`config.mk`:
```
export PLATFORM = sky130hd
export DESIGN_NAME = scroll_snap_select_unit
export DESIGN_NICKNAME = d
export VERILOG_FILES = /design/src/hw/rtl/ssnap_pkg.sv /design/src/hw/rtl/ssnap_alu.sv /design/src/hw/rtl/ssnap_core.sv /design/src/hw/rtl/scroll_snap_select_unit.sv
export VERILOG_INCLUDE_DIRS = /design/src /design/src/hw/rtl
export SDC_FILE = /design/constraint.sdc
export NUM_CORES = 1
export LEC_CHECK = 0
export ABC_CLOCK_PERIOD_IN_PS = 9400
export BUFFER_PORTS_ARGS = -buffer_cell sky130_fd_sc_hd__buf_2
export CAP_MARGIN = 20
export CORE_MARGIN = 8
export CORE_UTILIZATION = 35
export CTS_CLUSTER_DIAMETER = 120
export DETAILED_ROUTE_END_ITERATION = 8
export SYNTH_ARGS = -nofsm -noshare
export SYNTH_HDL_FRONTEND = slang
export SYNTH_SLANG_ARGS = --single-unit
```
`constraint.sdc`:
```
create_clock -name clk -period 9.4 [get_ports clk]
set_input_delay 0.94 -clock clk [delete_from_list [all_inputs] [get_ports clk]]
set_output_delay 0.94 -clock clk [all_outputs]
set_load 0.05 [all_outputs]
```
`src/hw/rtl/scroll_snap_select_unit_assert.svh`:
```
// Assertion macros used by the scroll snap select core.
`ifndef SCROLL_SNAP_SELECT_UNIT_ASSERT_SVH
`define SCROLL_SNAP_SELECT_UNIT_ASSERT_SVH

// Same-cycle implication, disabled in reset.
`define SSNAP_ASSERT_NOW(label, clk, rst, ante, cons, msg) \
  label: assert property (@(posedge clk) disable iff (rst) (ante) |-> (cons)) \
    else $error(msg);

// Next-cycle implication, disabled in reset.
`define SSNAP_ASSERT_NEXT(label, clk, rst, ante, cons, msg) \
  label: assert property (@(posedge clk) disable iff (rst) (ante) |=> (cons)) \
    else $error(msg);

`endif

```
`src/hw/rtl/ssnap_pkg.sv`:
```
// Package: types, codes and helpers for the scroll snap select unit.
`timescale 1ns / 1ps
package ssnap_pkg;

  localparam int ALU_W      = 34;
  localparam int CFG_IDX_W  = 2;
  localparam int CFG_DATA_W = 23;
  localparam int MUL_CNT_W  = 4;
  localparam logic [MUL_CNT_W-1:0] MUL_LAST = '1;

  localparam logic [1:0] FUNC_BEGIN  = 2'd0;
  localparam logic [1:0] FUNC_CAND   = 2'd1;
  localparam logic [1:0] FUNC_FINISH = 2'd2;

  localparam logic [1:0] ALIGN_START  = 2'd0;
  localparam logic [1:0] ALIGN_END    = 2'd1;
  localparam logic [1:0] ALIGN_CENTER = 2'd2;

  localparam logic [1:0] OUT_KEPT = 2'd0;
  localparam logic [1:0] OUT_SNAP = 2'd1;
  localparam logic [1:0] OUT_STOP = 2'd2;

  localparam logic [CFG_IDX_W-1:0] CFG_SCROLL_LIMIT  = 2'd0;
  localparam logic [CFG_IDX_W-1:0] CFG_PROXIMITY_NUM = 2'd1;
  localparam logic [CFG_IDX_W-1:0] CFG_PROXIMITY_DEN = 2'd2;

  localparam logic [22:0] LIMIT_RESET = 23'd32767;
  localparam logic [7:0]  NUM_RESET   = 8'd1;
  localparam logic [7:0]  DEN_RESET   = 8'd2;

  typedef struct packed {
    logic [1:0]         func;
    logic signed [23:0] cur_offset;
    logic signed [23:0] want_offset;
    logic signed [23:0] view_top;
    logic signed [23:0] view_bottom;
    logic [22:0]        scroll_range;
    logic               snap_on;
    logic               mandatory;
    logic signed [23:0] box_top;
    logic signed [23:0] box_bottom;
    logic [1:0]         align;
    logic               stop_always;
  } ssnap_item_t;

  typedef struct packed {
    logic signed [23:0] settled_offset;
    logic [1:0]         outcome;
  } ssnap_result_t;

  typedef struct packed {
    logic [22:0] scroll_limit;
    logic [7:0]  proximity_num;
    logic [7:0]  proximity_den;
  } ssnap_cfg_t;

  typedef struct packed {
    logic inv_b;
    logic cin;
  } ssnap_alu_op_t;

  typedef struct packed {
    logic signed [ALU_W-1:0] sum;
    logic                    neg;
    logic                    zero;
  } ssnap_alu_res_t;

  typedef enum logic [4:0] {
    ST_IDLE,
    ST_BEGIN,
    ST_C_DELTA,
    ST_C_H1,
    ST_C_U,
    ST_C_H2,
    ST_C_D,
    ST_C_CAND,
    ST_C_CLAMP,
    ST_C_DIST,
    ST_C_ABS,
    ST_C_BEST,
    ST_C_MOVE,
    ST_C_TRAV,
    ST_C_PATH,
    ST_C_TABS,
    ST_C_STOP,
    ST_F_H,
    ST_F_MUL
  } ssnap_state_t;

  localparam ssnap_alu_op_t OP_ADD = '{inv_b: 1'b0, cin: 1'b0};
  localparam ssnap_alu_op_t OP_SUB = '{inv_b: 1'b1, cin: 1'b1};

  function automatic logic signed [ALU_W-1:0] sext24(input logic [23:0] v);
    return {{(ALU_W-24){v[23]}}, v};
  endfunction

  function automatic logic signed [ALU_W-1:0] sext25(input logic [24:0] v);
    return {{(ALU_W-25){v[24]}}, v};
  endfunction

  function automatic logic signed [ALU_W-1:0] zext25(input logic [24:0] v);
    return {{(ALU_W-25){1'b0}}, v};
  endfunction

  function automatic logic signed [ALU_W-1:0] zext23(input logic [22:0] v);
    return {{(ALU_W-23){1'b0}}, v};
  endfunction

  // Arithmetic halving of a value already biased for truncation toward zero.
  function automatic logic signed [ALU_W-1:0] half(input logic [ALU_W-1:0] v);
    return {v[ALU_W-1], v[ALU_W-1:1]};
  endfunction

endpackage

```
`src/hw/rtl/ssnap_alu.sv`:
```
// Shared add/subtract unit with sign and zero flags.
`timescale 1ns / 1ps
module ssnap_alu (
  input  logic signed [ssnap_pkg::ALU_W-1:0] a,
  input  logic signed [ssnap_pkg::ALU_W-1:0] b,
  input  ssnap_pkg::ssnap_alu_op_t           op,
  output ssnap_pkg::ssnap_alu_res_t          res
);
  import ssnap_pkg::*;

  logic [ALU_W-1:0] b_eff;
  logic [ALU_W-1:0] sum;

  assign b_eff    = op.inv_b ? ~b : b;
  assign sum      = a + b_eff + {{(ALU_W-1){1'b0}}, op.cin};
  assign res.sum  = sum;
  assign res.neg  = sum[ALU_W-1];
  assign res.zero = (sum == '0);

endmodule

```
`src/hw/rtl/ssnap_core.sv`:
```
// Sequencer, gesture state and working registers around the shared ALU.
`timescale 1ns / 1ps
module ssnap_core (
  input  logic                     clk,
  input  logic                     rst,
  input  logic                     go,
  input  ssnap_pkg::ssnap_item_t   item,
  input  ssnap_pkg::ssnap_cfg_t    cfg,
  output logic                     core_busy,
  output logic                     emit,
  output ssnap_pkg::ssnap_result_t res
);
  import ssnap_pkg::*;
  `include "scroll_snap_select_unit_assert.svh"

  ssnap_state_t state, state_next;

  // gesture state
  logic signed [23:0] cur_reg, want_reg, port_top_reg, port_bottom_reg;
  logic [22:0]        clamp_max;
  logic [1:0]         mode_bits;
  logic signed [23:0] best_pos, stop_pos;
  logic [24:0]        best_dist, stop_dist;
  logic               have_best, have_stop;

  // working registers
  logic signed [ALU_W-1:0] acc, tmp;
  logic [22:0]             cand;
  logic signed [24:0]      moved, travel;
  logic [MUL_CNT_W-1:0]    mul_cnt;

  logic signed [ALU_W-1:0] alu_a, alu_b;
  ssnap_alu_op_t           alu_op;
  ssnap_alu_res_t          alu;
  logic                    path_ok;
  logic                    port_ok;
  logic [7:0]              den_eff;
  logic [2:0]              bit_idx;

  ssnap_alu u_alu (
    .a  (alu_a),
    .b  (alu_b),
    .op (alu_op),
    .res(alu)
  );

  assign core_busy = (state != ST_IDLE);
  assign den_eff   = (cfg.proximity_den == '0) ? 8'd1 : cfg.proximity_den;
  assign bit_idx   = mul_cnt[2:0];

  always_ff @(posedge clk) begin
    if (rst) begin
      state <= ST_IDLE;
    end else begin
      state <= state_next;
    end
  end

  always_comb begin
    state_next = state;
    alu_a      = '0;
    alu_b      = '0;
    alu_op     = OP_ADD;
    emit       = 1'b0;
    res        = '0;
    path_ok    = 1'b0;
    port_ok    = 1'b0;
    case (state)
      ST_IDLE: begin
        if (go) begin
          case (item.func)
            FUNC_BEGIN:  state_next = ST_BEGIN;
            FUNC_CAND:   state_next = ST_C_DELTA;
            FUNC_FINISH: state_next = ST_F_H;
            default:     state_next = ST_IDLE;
          endcase
        end
      end
      ST_BEGIN: begin
        alu_a      = zext23(item.scroll_range);
        alu_b      = zext23(cfg.scroll_limit);
        alu_op     = OP_SUB;
        state_next = ST_IDLE;
      end
      ST_C_DELTA: begin
        case (item.align)
          ALIGN_START: begin
            alu_a      = sext24(item.box_top);
            alu_b      = sext24(port_top_reg);
            alu_op     = OP_SUB;
            state_next = ST_C_CAND;
          end
          ALIGN_END: begin
            alu_a      = sext24(item.box_bottom);
            alu_b      = sext24(port_bottom_reg);
            alu_op     = OP_SUB;
            state_next = ST_C_CAND;
          end
          ALIGN_CENTER: begin
            alu_a      = sext24(item.box_top);
            alu_b      = sext24(item.box_bottom);
            state_next = ST_C_H1;
          end
          default: state_next = ST_IDLE;
        endcase
      end
      ST_C_H1, ST_C_H2: begin
        // bias negatives by one so the shift truncates toward zero
        alu_a      = acc;
        alu_op     = '{inv_b: 1'b0, cin: acc[ALU_W-1]};
        state_next = (state == ST_C_H1) ? ST_C_U : ST_C_D;
      end
      ST_C_U: begin
        alu_a      = sext24(port_top_reg);
        alu_b      = sext24(port_bottom_reg);
        state_next = ST_C_H2;
      end
      ST_C_D: begin
        alu_a      = tmp;
        alu_b      = acc;
        alu_op     = OP_SUB;
        state_next = ST_C_CAND;
      end
      ST_C_CAND: begin
        alu_a      = sext24(cur_reg);
        alu_b      = acc;
        state_next = ST_C_CLAMP;
      end
      ST_C_CLAMP: begin
        alu_a      = acc;
        alu_b      = zext23(clamp_max);
        alu_op     = OP_SUB;
        state_next = ST_C_DIST;
      end
      ST_C_DIST: begin
        alu_a      = zext23(cand);
        alu_b      = sext24(want_reg);
        alu_op     = OP_SUB;
        state_next = ST_C_ABS;
      end
      ST_C_ABS: begin
        alu_b      = acc;
        alu_op     = OP_SUB;
        state_next = ST_C_BEST;
      end
      ST_C_BEST: begin
        alu_a      = acc;
        alu_b      = zext25(best_dist);
        alu_op     = OP_SUB;
        state_next = ST_C_MOVE;
      end
      ST_C_MOVE: begin
        alu_a      = sext24(want_reg);
        alu_b      = sext24(cur_reg);
        alu_op     = OP_SUB;
        state_next = ST_C_TRAV;
      end
      ST_C_TRAV: begin
        alu_a      = zext23(cand);
        alu_b      = sext24(cur_reg);
        alu_op     = OP_SUB;
        state_next = ST_C_PATH;
      end
      ST_C_PATH: begin
        // travel must not overshoot the move, compared by magnitude
        alu_a   = moved[24] ? sext25(travel) : sext25(moved);
        alu_b   = moved[24] ? sext25(moved) : sext25(travel);
        alu_op  = OP_SUB;
        path_ok = item.stop_always && (moved != '0) && (travel != '0) &&
                  (moved[24] == travel[24]) && !alu.neg;
        state_next = path_ok ? ST_C_TABS : ST_IDLE;
      end
      ST_C_TABS: begin
        alu_b      = sext25(travel);
        alu_op     = OP_SUB;
        state_next = ST_C_STOP;
      end
      ST_C_STOP: begin
        alu_a      = acc;
        alu_b      = zext25(stop_dist);
        alu_op     = OP_SUB;
        state_next = ST_IDLE;
      end
      ST_F_H: begin
        alu_a   = sext24(port_bottom_reg);
        alu_b   = sext24(port_top_reg);
        alu_op  = OP_SUB;
        port_ok = mode_bits[0] && !alu.neg && !alu.zero;
        res     = '{settled_offset: want_reg, outcome: OUT_KEPT};
        if (!port_ok || (!have_stop && !have_best)) begin
          emit       = 1'b1;
          state_next = ST_IDLE;
        end else if (have_stop) begin
          emit       = 1'b1;
          res        = '{settled_offset: stop_pos, outcome: OUT_STOP};
          state_next = ST_IDLE;
        end else if (mode_bits[1]) begin
          emit       = 1'b1;
          res        = '{settled_offset: best_pos, outcome: OUT_SNAP};
          state_next = ST_IDLE;
        end else begin
          state_next = ST_F_MUL;
        end
      end
      ST_F_MUL: begin
        // tmp accumulates port_h*num - best_dist*den; snap when it ends non-negative
        alu_a = tmp;
        if (!mul_cnt[MUL_CNT_W-1]) begin
          alu_b = cfg.proximity_num[bit_idx] ? (acc << bit_idx) : '0;
        end else begin
          alu_b  = den_eff[bit_idx] ? (zext25(best_dist) << bit_idx) : '0;
          alu_op = OP_SUB;
        end
        if (mul_cnt == MUL_LAST) begin
          emit       = 1'b1;
          state_next = ST_IDLE;
          if (alu.neg) begin
            res = '{settled_offset: want_reg, outcome: OUT_KEPT};
          end else begin
            res = '{settled_offset: best_pos, outcome: OUT_SNAP};
          end
        end
      end
      default: state_next = ST_IDLE;
    endcase
  end

  always_ff @(posedge clk) begin
    if (rst) begin
      cur_reg         <= '0;
      want_reg        <= '0;
      port_top_reg    <= '0;
      port_bottom_reg <= '0;
      clamp_max       <= '0;
      mode_bits       <= '0;
      best_pos        <= '0;
      best_dist       <= '0;
      have_best       <= 1'b0;
      stop_pos        <= '0;
      stop_dist       <= '0;
      have_stop       <= 1'b0;
      mul_cnt         <= '0;
    end else begin
      case (state)
        ST_BEGIN: begin
          cur_reg         <= item.cur_offset;
          want_reg        <= item.want_offset;
          port_top_reg    <= item.view_top;
          port_bottom_reg <= item.view_bottom;
          clamp_max       <= alu.neg ? item.scroll_range : cfg.scroll_limit;
          mode_bits       <= {item.mandatory, item.snap_on};
          best_pos        <= '0;
          best_dist       <= '0;
          have_best       <= 1'b0;
          stop_pos        <= '0;
          stop_dist       <= '0;
          have_stop       <= 1'b0;
        end
        ST_C_DELTA, ST_C_U, ST_C_D, ST_C_CAND, ST_C_DIST: acc <= alu.sum;
        ST_C_H1:   tmp <= half(alu.sum);
        ST_C_H2:   acc <= half(alu.sum);
        ST_C_CLAMP: begin
          if (acc[ALU_W-1]) begin
            cand <= '0;
          end else if (!alu.neg && !alu.zero) begin
            cand <= clamp_max;
          end else begin
            cand <= acc[22:0];
          end
        end
        ST_C_ABS:  acc <= acc[ALU_W-1] ? alu.sum : acc;
        ST_C_BEST: begin
          if (!have_best || alu.neg) begin
            best_pos  <= {1'b0, cand};
            best_dist <= acc[24:0];
            have_best <= 1'b1;
          end
        end
        ST_C_MOVE: moved  <= alu.sum[24:0];
        ST_C_TRAV: travel <= alu.sum[24:0];
        ST_C_TABS: acc    <= travel[24] ? alu.sum : sext25(travel);
        ST_C_STOP: begin
          if (!have_stop || alu.neg) begin
            stop_pos  <= {1'b0, cand};
            stop_dist <= acc[24:0];
            have_stop <= 1'b1;
          end
        end
        ST_F_H: begin
          acc     <= alu.sum;
          tmp     <= '0;
          mul_cnt <= '0;
        end
        ST_F_MUL: begin
          tmp     <= alu.sum;
          mul_cnt <= mul_cnt + 1'b1;
        end
        default: ;
      endcase
    end
  end

  `SSNAP_ASSERT_NOW(a_mul_end_emits, clk, rst,
    (state == ST_F_MUL && mul_cnt == MUL_LAST), emit, "last MAC step did not emit")
  `SSNAP_ASSERT_NOW(a_best_clear_on_begin, clk, rst,
    $fell(have_best), ($past(state) == ST_BEGIN), "nearest snap lost outside begin")
  `SSNAP_ASSERT_NEXT(a_best_dist_shrinks, clk, rst,
    (state == ST_C_BEST && have_best), (best_dist <= $past(best_dist)),
    "tracked snap distance grew")

endmodule

```
`src/hw/rtl/scroll_snap_select_unit.sv`:
```
// Top level: command port, configuration registers and result register.
`timescale 1ns / 1ps
//
//  channel   | signals                          | transfer when
//  ----------+----------------------------------+-----------------------------
//  command   | start, busy, item                | start high while busy low
//  result    | done, result                     | done high (one cycle only)
//  config    | cfg_we, cfg_index, cfg_data      | cfg_we high
//
//  Steps: begin compares range with limit and loads the gesture state; a
//  candidate runs more steps for center alignment than for start/end and
//  stops after the path test when it fails; finish runs, in proximity mode,
//  a fraction test of 16 shift-add steps through the single shared adder.
//  done rises the cycle after the last step. Reset clears the sequencer,
//  the gesture state and the config registers to their defaults; no clearing
//  pass. The receiver cannot stall: done is high for one cycle only.
//
//  Candidate steps: align, clamp cur+delta to [0, min(range, limit)],
//  |cand - want| against the nearest snap, then the path test and
//  |cand - cur| against the nearest stop-always box.
//  Proximity: distance <= floor(port_h*num/den) is tested as
//  port_h*num - distance*den >= 0, so no divider is needed.
module scroll_snap_select_unit (
  input  logic                                  clk,
  input  logic                                  rst,
  input  logic                                  start,
  output logic                                  busy,
  input  ssnap_pkg::ssnap_item_t                item,
  output logic                                  done,
  output ssnap_pkg::ssnap_result_t              result,
  input  logic                                  cfg_we,
  input  logic [ssnap_pkg::CFG_IDX_W-1:0]       cfg_index,
  input  logic [ssnap_pkg::CFG_DATA_W-1:0]      cfg_data
);
  import ssnap_pkg::*;

  ssnap_cfg_t    cfg;
  ssnap_item_t   item_reg;
  logic          go;
  logic          core_busy;
  logic          emit;
  ssnap_result_t core_res;

  // busy covers the hand-off cycle as well as the sequencer
  assign busy = go | core_busy;

  // command transfer: hold the item for the whole run
  always_ff @(posedge clk) begin
    if (rst) begin
      go <= 1'b0;
    end else begin
      go <= start && !busy;
    end
  end

  always_ff @(posedge clk) begin
    if (start && !busy) begin
      item_reg <= item;
    end
  end

  // configuration registers; unknown indexes are dropped
  always_ff @(posedge clk) begin
    if (rst) begin
      cfg.scroll_limit  <= LIMIT_RESET;
      cfg.proximity_num <= NUM_RESET;
      cfg.proximity_den <= DEN_RESET;
    end else if (cfg_we) begin
      case (cfg_index)
        CFG_SCROLL_LIMIT:  cfg.scroll_limit  <= cfg_data;
        CFG_PROXIMITY_NUM: cfg.proximity_num <= cfg_data[7:0];
        CFG_PROXIMITY_DEN: cfg.proximity_den <= cfg_data[7:0];
        default: ;
      endcase
    end
  end

  ssnap_core u_core (
    .clk      (clk),
    .rst      (rst),
    .go       (go),
    .item     (item_reg),
    .cfg      (cfg),
    .core_busy(core_busy),
    .emit     (emit),
    .res      (core_res)
  );

  // result register: one-cycle strobe
  always_ff @(posedge clk) begin
    if (rst) begin
      done <= 1'b0;
    end else begin
      done <= emit;
    end
  end

  always_ff @(posedge clk) begin
    if (emit) begin
      result <= core_res;
    end
  end

endmodule
```
* Word level (Yosys, flattened, before mapping) *
Cells that the tools add are included.

word-level totals
  ROM bits = 0
  memory bits (writable) = 0
  input port bits = 203
  latch bits = 0
  register bits after elaboration = 612
  logic and storage cells = 191
  memories = 0
  output and inout bits = 28

cells by class
  mux-type cells = 58
  bitwise gates (word level) = 3
  divide/modulo/power cells = 0
  multipliers = 0
  shift-type cells = 2
  $add $sub $neg = 3
  $lt $le $gt $ge = 1
  reduce and logical (&&, ||, !) cells = 54
  equal/unequal tests = 31

operators with widths
  kind                                                  number
  one-hot mux 34 bit (13 select lines)                  1
  one-hot mux 34 bit (10 select lines)                  1
  two-way mux 34 bit                                    8
  one-hot mux 34 bit (3 select lines)                   2
  one-hot mux 34 bit (4 select lines)                   1
  two-way mux 26 bit                                    5
  one-hot mux 25 bit (2 select lines)                   2
  one-hot mux 24 bit (2 select lines)                   2
  one-hot mux 5 bit (16 select lines)                   1
  one-hot mux 34 bit (2 select lines)                   1
  one-hot mux 26 bit (2 select lines)                   1
  two-way mux 25 bit                                    2
  nonzero test 25 bit                                   2
  two-way mux 24 bit                                    2
  two-way mux 23 bit                                    2
  equality test 5 x 4 -> 1 bit (second input constant)  8
  adder 34 x 1 -> 34 bit                                1
  adder 34 bit                                          1
  zero test 34 bit                                      1
  NOT 34 bit                                            1
  left shift 25 x 3 -> 34 bit                           1
  left shift 34 x 3 -> 34 bit                           1
  two-way mux 5 bit                                     5
  AND reduction 2 bit                                   11
  other kinds (40)                                      89

* Logic depth before layout (Yosys ltp) *
  depth after elaboration = 18
  mapped depth = 27
  mapped depth without buffers = 22

* Hierarchy *
From an unflattened synthesis, not the netlist that was laid out.

unflattened totals
  cell total of the unflattened synthesis = 3,179
  area, all modules = 31,951.9 um^2

by module, submodules not included
  module                   area each (um^2)  times used  sequential area each (um^2)  cells each
  ssnap_core               21,899.8          1           8,798.4                      2,477
  scroll_snap_select_unit  7,708.6           1           6,826.5                      369
  ssnap_alu                2,343.5           1           0.0                          333

* Worst setup path after synthesis *
Ideal clock, no wire load.

  path type = flip-flop to flip-flop
  start point = reg u_core.mul_cnt[1]
  end point = reg result[0] (netlist name) (enable)
  setup time = 0.383 ns
  path buffers = 6
  required time = 9.017 ns
  path slack = 2.050 ns
  arrival time = 6.966 ns
  cell stages (with the launch flop) = 26
  clock period less this slack = 7.350 ns
  path through = dfxtp_1 buf_1 clkbuf_1 buf_1 clkbuf_1 buf_1 nor2_1 nand2_1 o21ai_0 a221oi_1 xor2_1 fa_1 fa_1 a211oi_1 o21a_1 o21a_1 o21bai_1 a21oi_1 xor2_1 inv_1 or4_1 nor4_1 a41o_1 buf_2 o21ai_0 nand2_1

RTL lines
  item                      line                            RTL
  start: declaration        ssnap_core.sv:30                logic [MUL_CNT_W-1:0] mul_cnt;
  start signal: assignment  ssnap_core.sv:296               mul_cnt <= mul_cnt + 1'b1;
  end signal: assignment    scroll_snap_select_unit.sv:100  result <= core_res;
  end: declaration          scroll_snap_select_unit.sv:30   output ssnap_pkg::ssnap_result_t result,

* Worst setup path in the final report *
  start point = reg u_core.state[3]
  end point = reg result[13] (netlist name) (enable)

between the ends
  longest elaborated chain between the ends = 14
  elaborated cells between the ends (all ways) = 41
  those cells by class = 2 x add/sub; 18 x eq/ne; 6 x mux; 1 x bitwise; 14 x reduce/logical

ends and longest elaborated chain
  item                                                                          line                                RTL
  start: declaration                                                            ssnap_core.sv:16                    ssnap_state_t state, state_next;
  start signal: assignment                                                      ssnap_core.sv:55                    state <= state_next;
  equality test 5 x 3 -> 1 bit or equality test 5 x 4 -> 1 bit (tied branches)  ssnap_core.sv:68                    case (state)
  OR reduction 3 bit (no source line) or OR reduction 2 bit (tied branches)     -
  one-hot mux 34 bit (13 select lines)                                          ssnap_core.sv:68
  NOT 34 bit                                                                    ssnap_alu.sv:14                     assign b_eff = op.inv_b ? ~b : b;
  two-way mux 34 bit                                                            ssnap_alu.sv:14
  adder 34 bit                                                                  ssnap_alu.sv:15                     assign sum = a + b_eff + {{(ALU_W-1){1'b0}}, op.cin};
  adder 34 x 1 -> 34 bit                                                        ssnap_alu.sv:15
  zero test 34 bit or zero test 1 bit (tied branches)                           ssnap_alu.sv:18, ssnap_core.sv:188
  zero test 1 bit or logical AND 1 bit (tied branches)                          ssnap_core.sv:188                   port_ok = mode_bits[0] && !alu.neg && !alu.zero;
  logical AND 1 bit                                                             ssnap_core.sv:188
  zero test 1 bit                                                               ssnap_core.sv:190                   if (!port_ok || (!have_stop && !have_best)) begin
  logical OR 1 bit                                                              ssnap_core.sv:190
  two-way mux 1 bit                                                             ssnap_core.sv:190
  one-hot mux 1 bit (2 select lines) *                                          ssnap_core.sv:68
  named net emit                                                                scroll_snap_select_unit.sv:41       logic emit;

Mark *: on every way through the listed nets, which the timed path passes. The rest lies on a longest branch.
A chain may end at the register's enable or synchronous reset.

==> impl_metrics.py <==
metrics = {
    "synthesis": {
        "synthAdderAreaFrac_pct": 1.52,
        "async_reset_ff_share_pct": 0,
        "yosysWarningCount": 0,
        "syn_avg_cell_area_um2": 9.66,
        "synth-compound-area-share_pct": 19.0,
        "ys.flop_type": "edfxtp_1",
        "syn_nets": 3498,
        "synth_edf_count": 341,
        "synth_xor_area_share_pct": 1.86,
        "muxShareOfSynthArea_pct": 8.38,
        "ys_seq_area_share_pct": 49.6,
        "netlist_area_um2": 31500,
        "synthCells": 3258,
        "synth-simple-area-share_pct": 15.3,
        "ys_types": 84,
        "synth_top_family_by_area": "compound AO/OA/AOI/OAI gates",
        "ys_ff_latch": 610,
    },
    "timing": {
        "max_freq_mhz": 120,
        "hold_viol": 0,
        "drv_slew": 0,
        "finClkSkew_ns": 0.0352,
        "rsz0062_at_grt": "no",
        "period_share_pct": 89.0,
        "maxSlewHeadroom_pct": 20.0,
        "worstMarginPinSlew_ns": 1.19,
        "finalSetupViolCount": 0,
        "worst_slack_ns": 1.03,
        "period_needed_ns": 8.37,
        "fin_setup_tns_ns": 0,
    },
    "power": {
        "clockPowerShare_pct": 42.4,
        "power_switching_w": 0.00178,
        "powerDensity_nw_per_um2": 180,
        "swShare_pct": 27.3,
        "p_comb_share_pct": 10.6,
        "power.leakage_nw": 12.7,
        "ir_worst_vdd_mv": 0.160,
        "power.internal_w": 0.00475,
        "p_seq_share_pct": 46.9,
    },
    "worst_setup_path": {
        "crit_start": "u_core.state[3]",
        "rr_startpoint": "u_core.state[3]",
        "rr_endpoint": "result[13]",
        "worst-setup-path-type": "flip-flop to flip-flop",
        "cp_data_arrival_time_ns": 8.69,
        "startpoint_type": "flip-flop",
        "cp-endpoint": "result[13]",
        "worst_setup_path_end_kind": "flip-flop",
        "worst-endpoint-required_ns": 9.72,
        "reg2reg_setup_slack_ns": 1.03,
        "cp_max_fo": 26,
        "reg2regPathDepth": 24,
    },
    "global_route": {
        "met3_usage_pct": 9.03,
        "grt_pass1_wl_mm": 206,
        "grt_max_degree": 153,
        "grt_use_met2_pct": 42.3,
        "grt_busiest_layer": "met2",
        "grt.overflow.total": 0,
        "antenna_found_initial": 1,
        "grt_pass1_vias": 27500,
        "gr-usage-all-layers_pct": 28.5,
        "grtUsageMet1_pct": 36.9,
    },
    "run_status": {
        "status": "completed",
    },
    "layout": {
        "largest_reg_flops": 174,
        "layout.nets": 3623,
        "area.growth.synth_to_final_pct": 15.4,
        "drive_gt1_share_pct": 15.0,
    },
    "floorplanning": {
        "dieHeight_um": 316,
        "initial_core_util_pct": 35.1,
        "die_area_um2": 99800,
        "core_um2": 89600,
        "pin_count": 231,
        "die_w_um": 316,
        "rows": 110,
    },
    "clock_tree": {
        "ctsHoldBuffers": 0,
        "path_clk_slew_ns": 0.06,
        "cts_made_buffers": 70,
        "h-tree-depth": 3,
        "cts_buffer_depth": 3,
        "clock_latency_ns": 0.65,
        "cts.sinks": 610,
        "root_buffer": "clkbuf_16",
        "cts_setup_buffers": 0,
        "cts_resized": 0,
        "tritoncts": "built",
    },
    "route": {
        "ant_nets": 0,
        "wirelength_mm": 146,
        "viasPerCell": 6.23,
        "drc": 0,
        "drtIter0Drc": 3820,
        "drt_first_pass_iters": 8,
        "num_vias": 28800,
        "wl_per_cell_um": 31.7,
    },
    "placed_design": {
        "hpwlAfterDp_mm": 110,
        "globalplace.congestion": 1.05,
        "dp_slack_ns": 1.33,
        "portBuffers": 230,
    },
    "hold_path": {
        "min_path_type": "flip-flop to flip-flop",
    },
    "run": {
        "cap_violations": 0,
    },
}
[Yosys cell counts, types with 20 or more instances]
library cell | count | area share (%)
nor3_1 | 34 | 0.54
ha_1 | 35 | 1.4
o22ai_1 | 36 | 0.72
o221ai_1 | 23 | 0.64
dfxtp_1 | 269 | 17
or4_1 | 20 | 0.48
a221oi_1 | 76 | 2.1
edfxtp_1 | 341 | 33
a21oi_1 | 319 | 5.1
nand3b_1 | 20 | 0.48
nand4_1 | 51 | 1.0
buf_1 | 32 | 0.38
mux2i_1 | 187 | 5.9
mux4_2 | 29 | 2.1
clkbuf_1 | 217 | 2.6
inv_1 | 82 | 0.98
a22oi_1 | 79 | 1.9
xor2_1 | 26 | 0.72
xnor2_1 | 36 | 1.0
o21ai_0 | 129 | 2.1
a22o_1 | 41 | 1.1
a211oi_1 | 50 | 1.2
nor2_1 | 177 | 2.1
nand2_1 | 541 | 6.5
nand3_1 | 131 | 2.1
[final cells by class]
type	count	area, um^2
clock buffer	94	1900
tap	1176	1470
multi-input combinational	2296	14700
antenna	1	2.50
fill	8825	53300
sequential	610	15600
timing repair buffer	322	1930
clock inverter	36	413
inverter	83	312
[cell usage in the layout (no fill, tap or decap), drive strengths merged, types with 51 or more instances in the layout]
cell type / Yosys / layout
edfxtp: 341 / 341
nor2: 177 / 177
a21oi: 319 / 319
inv: 83 / 87
a22oi: 79 / 79
nand2: 541 / 541
buf: 52 / 322
dfxtp: 269 / 269
nand3: 131 / 131
o21ai: 131 / 131
nand4: 51 / 51
clkbuf: 217 / 94
a221oi: 76 / 76
mux2i: 187 / 187
[per-stage QoR]
stage / utilization (%) / cells / instance area, um^2 / power (W) / hold WS [ns]
floorplan: - / 3258 / 31500 / 0.00349 / 0.431
global placement: 37.9 / 4487 / 34000 / 0.00379 / 0.443
detailed placement: 37.9 / 4487 / 34000 / 0.00379 / 0.458
CTS: 40.5 / 4617 / 36300 / 0.00654 / 0.431
global route: 40.5 / 4617 / 36300 / 0.00670 / 0.442
finish: 40.5 / 4618 / 36300 / 0.00652 / 0.465
[worst min-delay path by stage]
stage                         start                   end  slack [ns]  cells after the start
3_5_place_dp   u_core.stop_dist[17]  u_core.stop_dist[17]        0.46                      2
3_3_place_gp                 cfg[8]                cfg[8]        0.44                      1
6_report        u_core.best_pos[18]   u_core.best_pos[18]        0.47                      2
4_1_cts                    item[92]          item_reg[92]        0.43                      1
2_1_floorplan                cfg[8]                cfg[8]        0.43                      1
5_1_grt                    item[27]          item_reg[27]        0.44                      1
[cells by family (layout without fill, tap and decap cells)]
logic type / after synthesis / after routing
AOI/OAI and AO/OA: 897 / 897
xor gates and xnor gates: 64 / 64
muxes: 226 / 226
and+or+nand+nor: 1072 / 1072
buffers and inverters: 352 / 535
other: 0 / 1
DFF: 610 / 610
adders and majority gates: 37 / 37
[power groups by stage]
| stage | clock [W] | combinational [W] | sequential, W |
|---|---|---|---|
| floorplan | 0 | 0.000428 | 0.00306 |
| global placement | 0 | 0.000674 | 0.00311 |
| detailed placement | 0 | 0.000676 | 0.00311 |
| CTS | 0.00280 | 0.000680 | 0.00306 |
| global route | 0.00290 | 0.000743 | 0.00306 |
| finish | 0.00277 | 0.000694 | 0.00306 |
[metal layers]
layer,up-vias,share of wire [%]
li1,12400,-
met1,14200,40
met2,1788,42
met3,416,11
met4,0,6.6
met5,-,0
[worst max-delay path, stage by stage (launching register included)]
cell and delay [ns]:
dfxtp_1 0.71, buf_4 0.30, or3_1 0.40, nor2_2 0.26, buf_12 0.23, a22o_1 0.23, a221oi_1 0.23, nand4_1 0.23
a2111oi_0 0.41, buf_4 0.21, xor2_1 0.15, ha_1 0.34, a21oi_1 0.40, a21boi_0 0.15, a2111oi_0 0.60, nand2_1 0.24
a41oi_1 0.45, xor2_1 0.37, nand2_1 0.17, nor4_1 0.67, a41o_2 0.43, buf_4 0.31, o21ai_0 0.16, nand2_1 0.13
buf_4 0.24
(Power assumes the default switching activity.)
